===== src/hw/rtl/rcl_pkg.sv =====
// Shared constants and types for the record cell locator.
package rcl_pkg;

   localparam int MAX_RECORD_BYTES_DEF = 65535;

   localparam int BYTE_W   = 8;
   localparam int OFFSET_W = 16;
   localparam int END_W    = 17;
   localparam int COLUMN_W = 16;
   localparam int COUNT_W  = 14;
   localparam int HDR_W    = 24;

   localparam int CSR_INDEX_W = 2;
   localparam int CSR_DATA_W  = 16;

   localparam logic [END_W-1:0]   CELLS_START = END_W'(2);
   localparam logic [END_W-1:0]   HEADER_LEN  = END_W'(4);
   localparam logic [COUNT_W-1:0] COUNT_MAX   = COUNT_W'(16383);

   typedef enum logic [CSR_INDEX_W-1:0] {
      REG_TARGET_COLUMN = 2'd0,
      REG_TARGET_INDEX  = 2'd1
   } reg_index_type;

   typedef enum logic [1:0] {
      HDR_ID_LO  = 2'd0,
      HDR_ID_HI  = 2'd1,
      HDR_LEN_LO = 2'd2,
      HDR_LEN_HI = 2'd3
   } hdr_pos_type;

endpackage


===== src/hw/rtl/rcl_if.sv =====
// Channel interfaces: record bytes in, locator results out, register writes.
interface rcl_req_if;
   logic                        valid;
   logic                        ready;
   logic [rcl_pkg::BYTE_W-1:0]  data_byte;
   logic                        last_byte;

   modport source (output valid, output data_byte, output last_byte, input ready);
   modport sink   (input valid, input data_byte, input last_byte, output ready);
endinterface

interface rcl_rsp_if;
   logic                          valid;
   logic                          ready;
   logic [rcl_pkg::OFFSET_W-1:0]  cell_offset;
   logic [rcl_pkg::COUNT_W-1:0]   cell_count;
   logic [rcl_pkg::COLUMN_W-1:0]  indexed_column;
   logic                          corrupt;

   modport source (output valid, output cell_offset, output cell_count,
                   output indexed_column, output corrupt, input ready);
   modport sink   (input valid, input cell_offset, input cell_count,
                   input indexed_column, input corrupt, output ready);
endinterface

interface rcl_csr_if;
   logic                             valid;
   logic                             ready;
   logic [rcl_pkg::CSR_INDEX_W-1:0]  index;
   logic [rcl_pkg::CSR_DATA_W-1:0]   data;

   modport source (output valid, output index, output data, input ready);
   modport sink   (input valid, input index, input data, output ready);
endinterface


===== src/hw/rtl/record_cell_locator.sv =====
// Record cell locator: follows cell headers in a byte stream and reports one result per record.
//
// Takes one record byte per cycle with no gaps of its own; each accepted byte is
// registered and then processed in the following cycle unless stalled as below, so
// a record's last byte passes the input register, then the result register.  The
// per-byte path, a 17-bit add of the cell length to the header position followed
// by the end-of-record compare, sets the clock rate.  A pending result that is not
// taken stalls only the last byte of the next record; the bytes before it keep
// flowing.  Register writes are always accepted and must be made while no record is in flight.
module record_cell_locator #(
   parameter int MAX_RECORD_BYTES = rcl_pkg::MAX_RECORD_BYTES_DEF
) (
   input  logic        clock,
   input  logic        reset,
   rcl_req_if.sink     req_chan,
   rcl_rsp_if.source   rsp_chan,
   rcl_csr_if.sink     csr_chan
);

   localparam logic [rcl_pkg::OFFSET_W-1:0] OFFSET_LIMIT = rcl_pkg::OFFSET_W'(MAX_RECORD_BYTES);

   // configuration
   logic [rcl_pkg::COLUMN_W-1:0] target_column_ff;
   logic [rcl_pkg::COUNT_W-1:0]  target_index_ff;

   // input register
   logic                        in_valid_ff;
   logic [rcl_pkg::BYTE_W-1:0]  in_byte_ff;
   logic                        in_last_ff;

   // per-record state
   logic [rcl_pkg::OFFSET_W-1:0] byte_offset_ff, byte_offset_in;
   logic [rcl_pkg::HDR_W-1:0]    header_ff, header_in;
   logic [rcl_pkg::END_W-1:0]    cell_end_ff, cell_end_in;
   logic [rcl_pkg::END_W-1:0]    pending_ff, pending_in;
   logic [rcl_pkg::OFFSET_W-1:0] found_ff, found_in;
   logic                         done_ff, done_in;
   logic [rcl_pkg::COUNT_W-1:0]  cells_ff, cells_in;
   logic [rcl_pkg::COLUMN_W-1:0] index_col_ff, index_col_in;

   // result register
   logic                          rsp_valid_ff, rsp_valid_in;
   logic [rcl_pkg::OFFSET_W-1:0]  rsp_offset_ff;
   logic [rcl_pkg::COUNT_W-1:0]   rsp_count_ff;
   logic [rcl_pkg::COLUMN_W-1:0]  rsp_column_ff;
   logic                          rsp_corrupt_ff;

   logic                          advance, process;
   logic                          take, in_hdr;
   logic [rcl_pkg::END_W-1:0]     offset_ext, hdr_diff, next_end;
   logic [rcl_pkg::COLUMN_W-1:0]  hdr_id;
   logic [rcl_pkg::COLUMN_W-1:0]  hdr_len;
   logic [rcl_pkg::OFFSET_W-1:0]  res_offset;
   logic                          res_bad;

   // a last byte may only go through once the result register can take its result
   assign advance        = !(in_last_ff && rsp_valid_ff && !rsp_chan.ready);
   assign process        = in_valid_ff && advance;
   assign req_chan.ready = !in_valid_ff || advance;
   assign csr_chan.ready = 1'b1;

   assign rsp_chan.valid          = rsp_valid_ff;
   assign rsp_chan.cell_offset    = rsp_offset_ff;
   assign rsp_chan.cell_count     = rsp_count_ff;
   assign rsp_chan.indexed_column = rsp_column_ff;
   assign rsp_chan.corrupt        = rsp_corrupt_ff;

   always_ff @(posedge clock) begin
      if (reset) begin
         target_column_ff <= '0;
         target_index_ff  <= '0;
      end else if (csr_chan.valid && csr_chan.ready) begin
         case (csr_chan.index)
            rcl_pkg::REG_TARGET_COLUMN: target_column_ff <= csr_chan.data;
            rcl_pkg::REG_TARGET_INDEX:  target_index_ff  <= csr_chan.data[rcl_pkg::COUNT_W-1:0];
            default: ;
         endcase
      end
   end

   always_ff @(posedge clock) begin
      if (reset) begin
         in_valid_ff <= 1'b0;
      end else if (req_chan.ready) begin
         in_valid_ff <= req_chan.valid;
      end
   end

   always_ff @(posedge clock) begin
      if (req_chan.valid && req_chan.ready) begin
         in_byte_ff <= req_chan.data_byte;
         in_last_ff <= req_chan.last_byte;
      end
   end

   always_comb begin
      take       = byte_offset_ff < OFFSET_LIMIT;
      offset_ext = {1'b0, byte_offset_ff};
      hdr_diff   = offset_ext - cell_end_ff;
      in_hdr     = take && (offset_ext >= cell_end_ff) && (hdr_diff < rcl_pkg::HEADER_LEN);
      hdr_id     = header_ff[15:0];
      hdr_len    = {in_byte_ff, header_ff[23:16]};
      next_end   = cell_end_ff + rcl_pkg::END_W'(hdr_len) + rcl_pkg::HEADER_LEN;

      byte_offset_in = take ? byte_offset_ff + 1'b1 : byte_offset_ff;
      header_in      = header_ff;
      cell_end_in    = cell_end_ff;
      pending_in     = pending_ff;
      found_in       = found_ff;
      done_in        = done_ff;
      cells_in       = cells_ff;
      index_col_in   = index_col_ff;

      if (in_hdr) begin
         case (hdr_diff[1:0])
            rcl_pkg::HDR_ID_LO:  header_in[7:0]   = in_byte_ff;
            rcl_pkg::HDR_ID_HI:  header_in[15:8]  = in_byte_ff;
            rcl_pkg::HDR_LEN_LO: header_in[23:16] = in_byte_ff;
            rcl_pkg::HDR_LEN_HI: begin
               if (cells_ff < rcl_pkg::COUNT_MAX) begin
                  if (cells_ff == target_index_ff)
                     index_col_in = hdr_id;
                  cells_in = cells_ff + 1'b1;
               end
               if (!done_ff && hdr_id == target_column_ff) begin
                  done_in    = 1'b1;
                  found_in   = cell_end_ff[rcl_pkg::OFFSET_W-1:0];
                  pending_in = next_end;
               end
               cell_end_in = next_end;
            end
            default: ;
         endcase
      end

      // record length is the updated byte count
      res_offset = '0;
      res_bad    = 1'b0;
      if (done_in) begin
         if (pending_in > {1'b0, byte_offset_in})
            res_bad = 1'b1;
         else
            res_offset = found_in;
      end else if (cells_in != '0 && cell_end_in > {1'b0, byte_offset_in}) begin
         res_bad = 1'b1;
      end

      rsp_valid_in = (rsp_valid_ff && !rsp_chan.ready) || (process && in_last_ff);
   end

   always_ff @(posedge clock) begin
      if (reset) begin
         byte_offset_ff <= '0;
         cell_end_ff    <= rcl_pkg::CELLS_START;
         pending_ff     <= '0;
         found_ff       <= '0;
         done_ff        <= 1'b0;
         cells_ff       <= '0;
         index_col_ff   <= '0;
      end else if (process) begin
         if (in_last_ff) begin
            byte_offset_ff <= '0;
            cell_end_ff    <= rcl_pkg::CELLS_START;
            pending_ff     <= '0;
            found_ff       <= '0;
            done_ff        <= 1'b0;
            cells_ff       <= '0;
            index_col_ff   <= '0;
         end else begin
            byte_offset_ff <= byte_offset_in;
            cell_end_ff    <= cell_end_in;
            pending_ff     <= pending_in;
            found_ff       <= found_in;
            done_ff        <= done_in;
            cells_ff       <= cells_in;
            index_col_ff   <= index_col_in;
         end
      end
   end

   // header bytes are rewritten lane by lane before use, so no reset needed
   always_ff @(posedge clock) begin
      if (process)
         header_ff <= header_in;
   end

   always_ff @(posedge clock) begin
      if (reset) begin
         rsp_valid_ff <= 1'b0;
      end else begin
         rsp_valid_ff <= rsp_valid_in;
      end
   end

   always_ff @(posedge clock) begin
      if (process && in_last_ff) begin
         rsp_offset_ff  <= res_offset;
         rsp_count_ff   <= cells_in;
         rsp_column_ff  <= index_col_in;
         rsp_corrupt_ff <= res_bad;
      end
   end

endmodule

===== src/flat_wrapper.sv =====
// flat-port wrapper written by rule: the top's interface ports become plain ports
module record_cell_locator_flat 
#(
   parameter int MAX_RECORD_BYTES = rcl_pkg::MAX_RECORD_BYTES_DEF
)
  (clock, reset, req_chan_valid, req_chan_data_byte, req_chan_last_byte, req_chan_ready, rsp_chan_valid, rsp_chan_cell_offset, rsp_chan_cell_count, rsp_chan_indexed_column, rsp_chan_corrupt, rsp_chan_ready, csr_chan_valid, csr_chan_index, csr_chan_data, csr_chan_ready);
  rcl_req_if req_chan_i ();
  rcl_rsp_if rsp_chan_i ();
  rcl_csr_if csr_chan_i ();
  input  logic clock;
  input  logic reset;
  input wire logic [$bits(req_chan_i.valid)-1:0] req_chan_valid;
  input wire logic [$bits(req_chan_i.data_byte)-1:0] req_chan_data_byte;
  input wire logic [$bits(req_chan_i.last_byte)-1:0] req_chan_last_byte;
  output wire logic [$bits(req_chan_i.ready)-1:0] req_chan_ready;
  output wire logic [$bits(rsp_chan_i.valid)-1:0] rsp_chan_valid;
  output wire logic [$bits(rsp_chan_i.cell_offset)-1:0] rsp_chan_cell_offset;
  output wire logic [$bits(rsp_chan_i.cell_count)-1:0] rsp_chan_cell_count;
  output wire logic [$bits(rsp_chan_i.indexed_column)-1:0] rsp_chan_indexed_column;
  output wire logic [$bits(rsp_chan_i.corrupt)-1:0] rsp_chan_corrupt;
  input wire logic [$bits(rsp_chan_i.ready)-1:0] rsp_chan_ready;
  input wire logic [$bits(csr_chan_i.valid)-1:0] csr_chan_valid;
  input wire logic [$bits(csr_chan_i.index)-1:0] csr_chan_index;
  input wire logic [$bits(csr_chan_i.data)-1:0] csr_chan_data;
  output wire logic [$bits(csr_chan_i.ready)-1:0] csr_chan_ready;
  assign req_chan_i.valid = req_chan_valid;
  assign req_chan_i.data_byte = req_chan_data_byte;
  assign req_chan_i.last_byte = req_chan_last_byte;
  assign req_chan_ready = req_chan_i.ready;
  assign rsp_chan_valid = rsp_chan_i.valid;
  assign rsp_chan_cell_offset = rsp_chan_i.cell_offset;
  assign rsp_chan_cell_count = rsp_chan_i.cell_count;
  assign rsp_chan_indexed_column = rsp_chan_i.indexed_column;
  assign rsp_chan_corrupt = rsp_chan_i.corrupt;
  assign rsp_chan_i.ready = rsp_chan_ready;
  assign csr_chan_i.valid = csr_chan_valid;
  assign csr_chan_i.index = csr_chan_index;
  assign csr_chan_i.data = csr_chan_data;
  assign csr_chan_ready = csr_chan_i.ready;
  record_cell_locator #(.MAX_RECORD_BYTES(MAX_RECORD_BYTES)) u_core (.clock(clock), .reset(reset), .req_chan(req_chan_i), .rsp_chan(rsp_chan_i), .csr_chan(csr_chan_i));
endmodule

===== config.mk =====
export PLATFORM = sky130hd
export DESIGN_NAME = record_cell_locator_flat
export DESIGN_NICKNAME = d
export VERILOG_FILES = /design/src/hw/rtl/rcl_pkg.sv /design/src/hw/rtl/rcl_if.sv /design/src/hw/rtl/record_cell_locator.sv /design/src/flat_wrapper.sv
export SDC_FILE = /design/constraint.sdc
export NUM_CORES = 1
export LEC_CHECK = 0
export BUFFER_PORTS_ARGS = -buffer_cell sky130_fd_sc_hd__buf_2
export CORE_ASPECT_RATIO = 0.5
export CORE_MARGIN = 2
export CORE_UTILIZATION = 60
export DETAILED_ROUTE_END_ITERATION = 8
export HOLD_SLACK_MARGIN = 0.03
export PLACE_DENSITY = 0.79
export REMOVE_ABC_BUFFERS = 1
export SETUP_SLACK_MARGIN = 0.3
export SLEW_MARGIN = 30
export SYNTH_ARGS = -nofsm -noshare
export SYNTH_HDL_FRONTEND = slang
export SYNTH_SLANG_ARGS = --single-unit

===== constraint.sdc =====
create_clock -name clock -period 6.7 [get_ports clock]
set_clock_uncertainty 0.1 [all_clocks]
set_input_delay 1.34 -clock clock [delete_from_list [all_inputs] [get_ports clock]]
set_output_delay 1.34 -clock clock [all_outputs]
set_load 0.005 [all_outputs]

==> results.ini <==
[run_status]
outcome=complete, no violations

[layout]
final_nets=1438
regArea_mm2=0.004985
multi_input_area_mm2=0.006461
areaGrowthSynthToFinish_pct=10.58
nFillCells=1517
antenna_cells=0
drive_above_1_share=0.1354

[detailed_routing]
vias=10256
avgRoutedWirePerCell_um=20.98
drt_iter0_drc=1023
via_per_inst=6.398
drtPass1Iterations=9
drt-total-wl_um=33630
ant_nets=0
drc_errors=0

[global_routing]
grt_start_max_net_pins=87
overflow=0
antenna_found_initial=0
grt_use_total=0.3166
grt_pass1_wl_um=51850
grt_pass1_vias=9629

[floorplanning]
core_area_mm2=0.01941
dieWidth_um=202.6
start_util=0.6096
num_io_pins=82
row_count=36
die_h_um=103.3
die_area_mm2=0.02093

[worst_setup_path]
cp_data_arrival_time_ns=6.24
end_kind=register
cp_num_buf_inv=1
crit_family=simple AND/OR/NAND/NOR gates
cp_slowest_cell=or4_1
required_ns=6.86
critPathMostFrequentCell=a21oi_1
start_kind=register
cp_cell_sequence=inv_1, ha_1, nand4_4, or4_1, a21oi_1, nor4b_4, o211ai_2, or3_1, nor4_4, mux2_2, ha_1, nor2b_1, o21ai_0, nand2b_1, a21oi_1, o21ai_0, a211o_1, a21oi_1, o211ai_1, a221oi_2, o21ai_4, o211a_1
cp_max_fo=17
worstSetupPathType=reg2reg
cpPeakStageDelay_ns=0.59

[clock_network]
cts_buffers=20
tritoncts=built
htree_levels=1
ctsHoldBuffers=0
clock-sinks=209
clk_transition_reported_paths_ns=0.07
clockRootBuffer=clkbuf_16
clk_latency_ns=0.51
clockBufferDepth=3

[pwr]
p_int_w=0.001960
pwr_density_cell_mw_per_mm2=194.7
vdd_drop_max_mv=0.1503
p_seq_frac=0.527
clkPwrFrac=0.428
switchingPower_w=0.0005877
p_sw_frac=0.2307
leakage_nw=5.159
combPwrFrac=0.044

[sta]
rsz0062_at_grt=false
finalMaxSlewViolations=0
clock.fmax_mhz=164.3
finalHoldViolCount=0
tightestPinTransition_ns=0.9906
max_slew_margin=0.3396
setup_viol=0
final.setup.worst_slack_ns=0.6136
fin_crit_ns=6.086
post-route-period-util=0.9084
holdWs_ns=0.3793

[synth]
netlist_area_mm2=0.01184
synth-simple-area-share=0.1764
synthCells=1276
yosys_warnings=0
synth_top_family_by_area=simple AND/OR/NAND/NOR gates
synth_fa_ha_area_frac=0.08902
synth_top_area_share=0.2182
synth_compound_area_frac=0.1723
synth_mux_area_frac=0.04884
seq_area_frac_synth=0.4212
async_reset_ff_frac=0
yosys-top-cells-area=dfxtp_1 22%, edfxtp_1 20%, ha_1 8.6%, nor2_1 4.9%, a22oi_1 4.1%
ys_seq_elements=209
synth_edf_count=80
synth_xor_area_frac=0.05254
synth_area_per_cell_um2=9.275
synth_top_area_cell=dfxtp_1
ys.flop_type=dfxtp_1
synthDistinctLibCells=78

[placement]
pre_cts_ws_ns=0.4516
place_congestion=0.9823
dp_hpwl_um=23970
port_buffers=80

[job]
cap_viol_max_count=0

[min_path]
min_path_type=reg2reg

synth_stat cells, types with 30 or more instances:
library cell and n:
a21oi_1 90, a22oi_1 65, clkbuf_1 54, dfxtp_1 129
edfxtp_1 80, ha_1 81, inv_1 38, mux2_2 30
nand2_1 114, nor2_1 154, o21ai_0 52, xnor2_1 37
xor2_1 34
stage by stage:
| stage | total power (W) | instance area [um2] | cells | utilization | setup TNS, ns |
|---|---|---|---|---|---|
| after floorplan | 0.001419 | 11520 | 1203 | - | -9.177 |
| after global placement | 0.001474 | 12400 | 1566 | 0.6388 | 0 |
| after detailed placement | 0.001479 | 12430 | 1567 | 0.6405 | 0 |
| after CTS | 0.002546 | 13050 | 1603 | 0.6721 | 0 |
| after global routing | 0.002608 | 13090 | 1603 | 0.6741 | 0 |
| final | 0.002548 | 13090 | 1603 | 0.6741 | 0 |
layout make-up:
| class | instances | area share |
|---|---|---|
| clock inverter | 11 | 0.007170 |
| multi-input combinational | 955 | 0.4937 |
| clock buffer | 25 | 0.03967 |
| tap | 266 | 0.02543 |
| inverter | 39 | 0.01119 |
| timing repair buffer | 98 | 0.04197 |
| sequential | 209 | 0.3809 |
cells in the final DEF (no fill, tap or decap), types with 8 or more instances in the layout:
cell,instances
o21a_1,14
nand3_1,26
mux2_2,30
nand2_1,114
or3_1,9
buf_2,79
nor4_1,16
nor2b_1,9
o21ai_0,51
nand4_1,20
and3_1,10
mux2i_1,24
ha_1,80
inv_1,38
a21oi_1,90
buf_4,17
o21bai_1,8
edfxtp_1,80
a22oi_1,65
xnor2_1,37
dfxtp_1,129
nand2b_1,17
xor2_1,34
nor3_1,23
clkbuf_16,20
a21o_1,12
nor2_1,153
worst paths after layout:
check / from / slack, ns / cells after the start / to
max: u_core.cell_end_ff[8] / 0.61 / 22 / u_core.rsp_chan.corrupt
min: u_core.target_index_ff[5] / 0.38 / 2 / u_core.target_index_ff[5]
max reg2reg: u_core.cell_end_ff[8] / 0.61 / 22 / u_core.rsp_chan.corrupt
min reg2reg: u_core.target_index_ff[5] / 0.38 / 2 / u_core.target_index_ff[5]
logic make-up after synthesis:
kind of cell | after synthesis
muxes | 54
xor gates and xnor gates | 71
buffers and inverters | 112
DFF | 209
adders and majority gates | 83
AOI/OAI and AO/OA | 313
other | 1
and+or+nand+nor | 433
power by group through the flow:
stage	combinational [W]	clock [W]	sequential, W
2_1_floorplan	0.0000529	0	0.00137
3_3_place_gp	0.000102	0	0.00137
3_5_place_dp	0.000108	0	0.00137
4_1_cts	0.000109	0.00109	0.00134
5_1_grt	0.000121	0.00114	0.00134
6_report	0.000112	0.00109	0.00134
worst reg2reg max path, stage by stage (launching register included):
cell      delay [ns]
dfxtp_1         0.46
inv_1           0.10
ha_1            0.48
nand4_4         0.14
or4_1           0.59
a21oi_1         0.17
nor4b_4         0.24
o211ai_2        0.15
or3_1           0.52
nor4_4          0.32
mux2_2          0.39
ha_1            0.31
nor2b_1         0.13
o21ai_0         0.15
nand2b_1        0.07
a21oi_1         0.13
o21ai_0         0.12
a211o_1         0.31
a21oi_1         0.12
o211ai_1        0.10
a221oi_2        0.33
o21ai_4         0.22
o211a_1         0.20
metal layers:
metal,vias up,share of wire,track usage
li1,4728,-,-
met1,4942,0.43,0.4269
met2,500,0.46,0.5364
met3,86,0.079,0.04323
met4,0,0.030,0.1056
met5,-,0,0
state kept, by name, indices dropped and copies added (netlist names), 8 cells and up:
name,flops
u_core.found_ff,16
u_core.cells_ff,14
u_core.target_column_ff,16
u_core.target_index_ff,14
u_core.rsp_chan.indexed_column,16
u_core.header_ff,24
u_core.in_byte_ff,8
u_core.rsp_chan.cell_count,14
u_core.pending_ff,17
u_core.rsp_chan.cell_offset,16
u_core.byte_offset_ff,16
u_core.index_col_ff,16
u_core.cell_end_ff,17
timing repair:
item	CTS	global route
buffers inserted	0	0
gates resized for setup	0	6
setup endpoints to repair	0	17
Note: power is estimated with default switching activity, not from simulation.
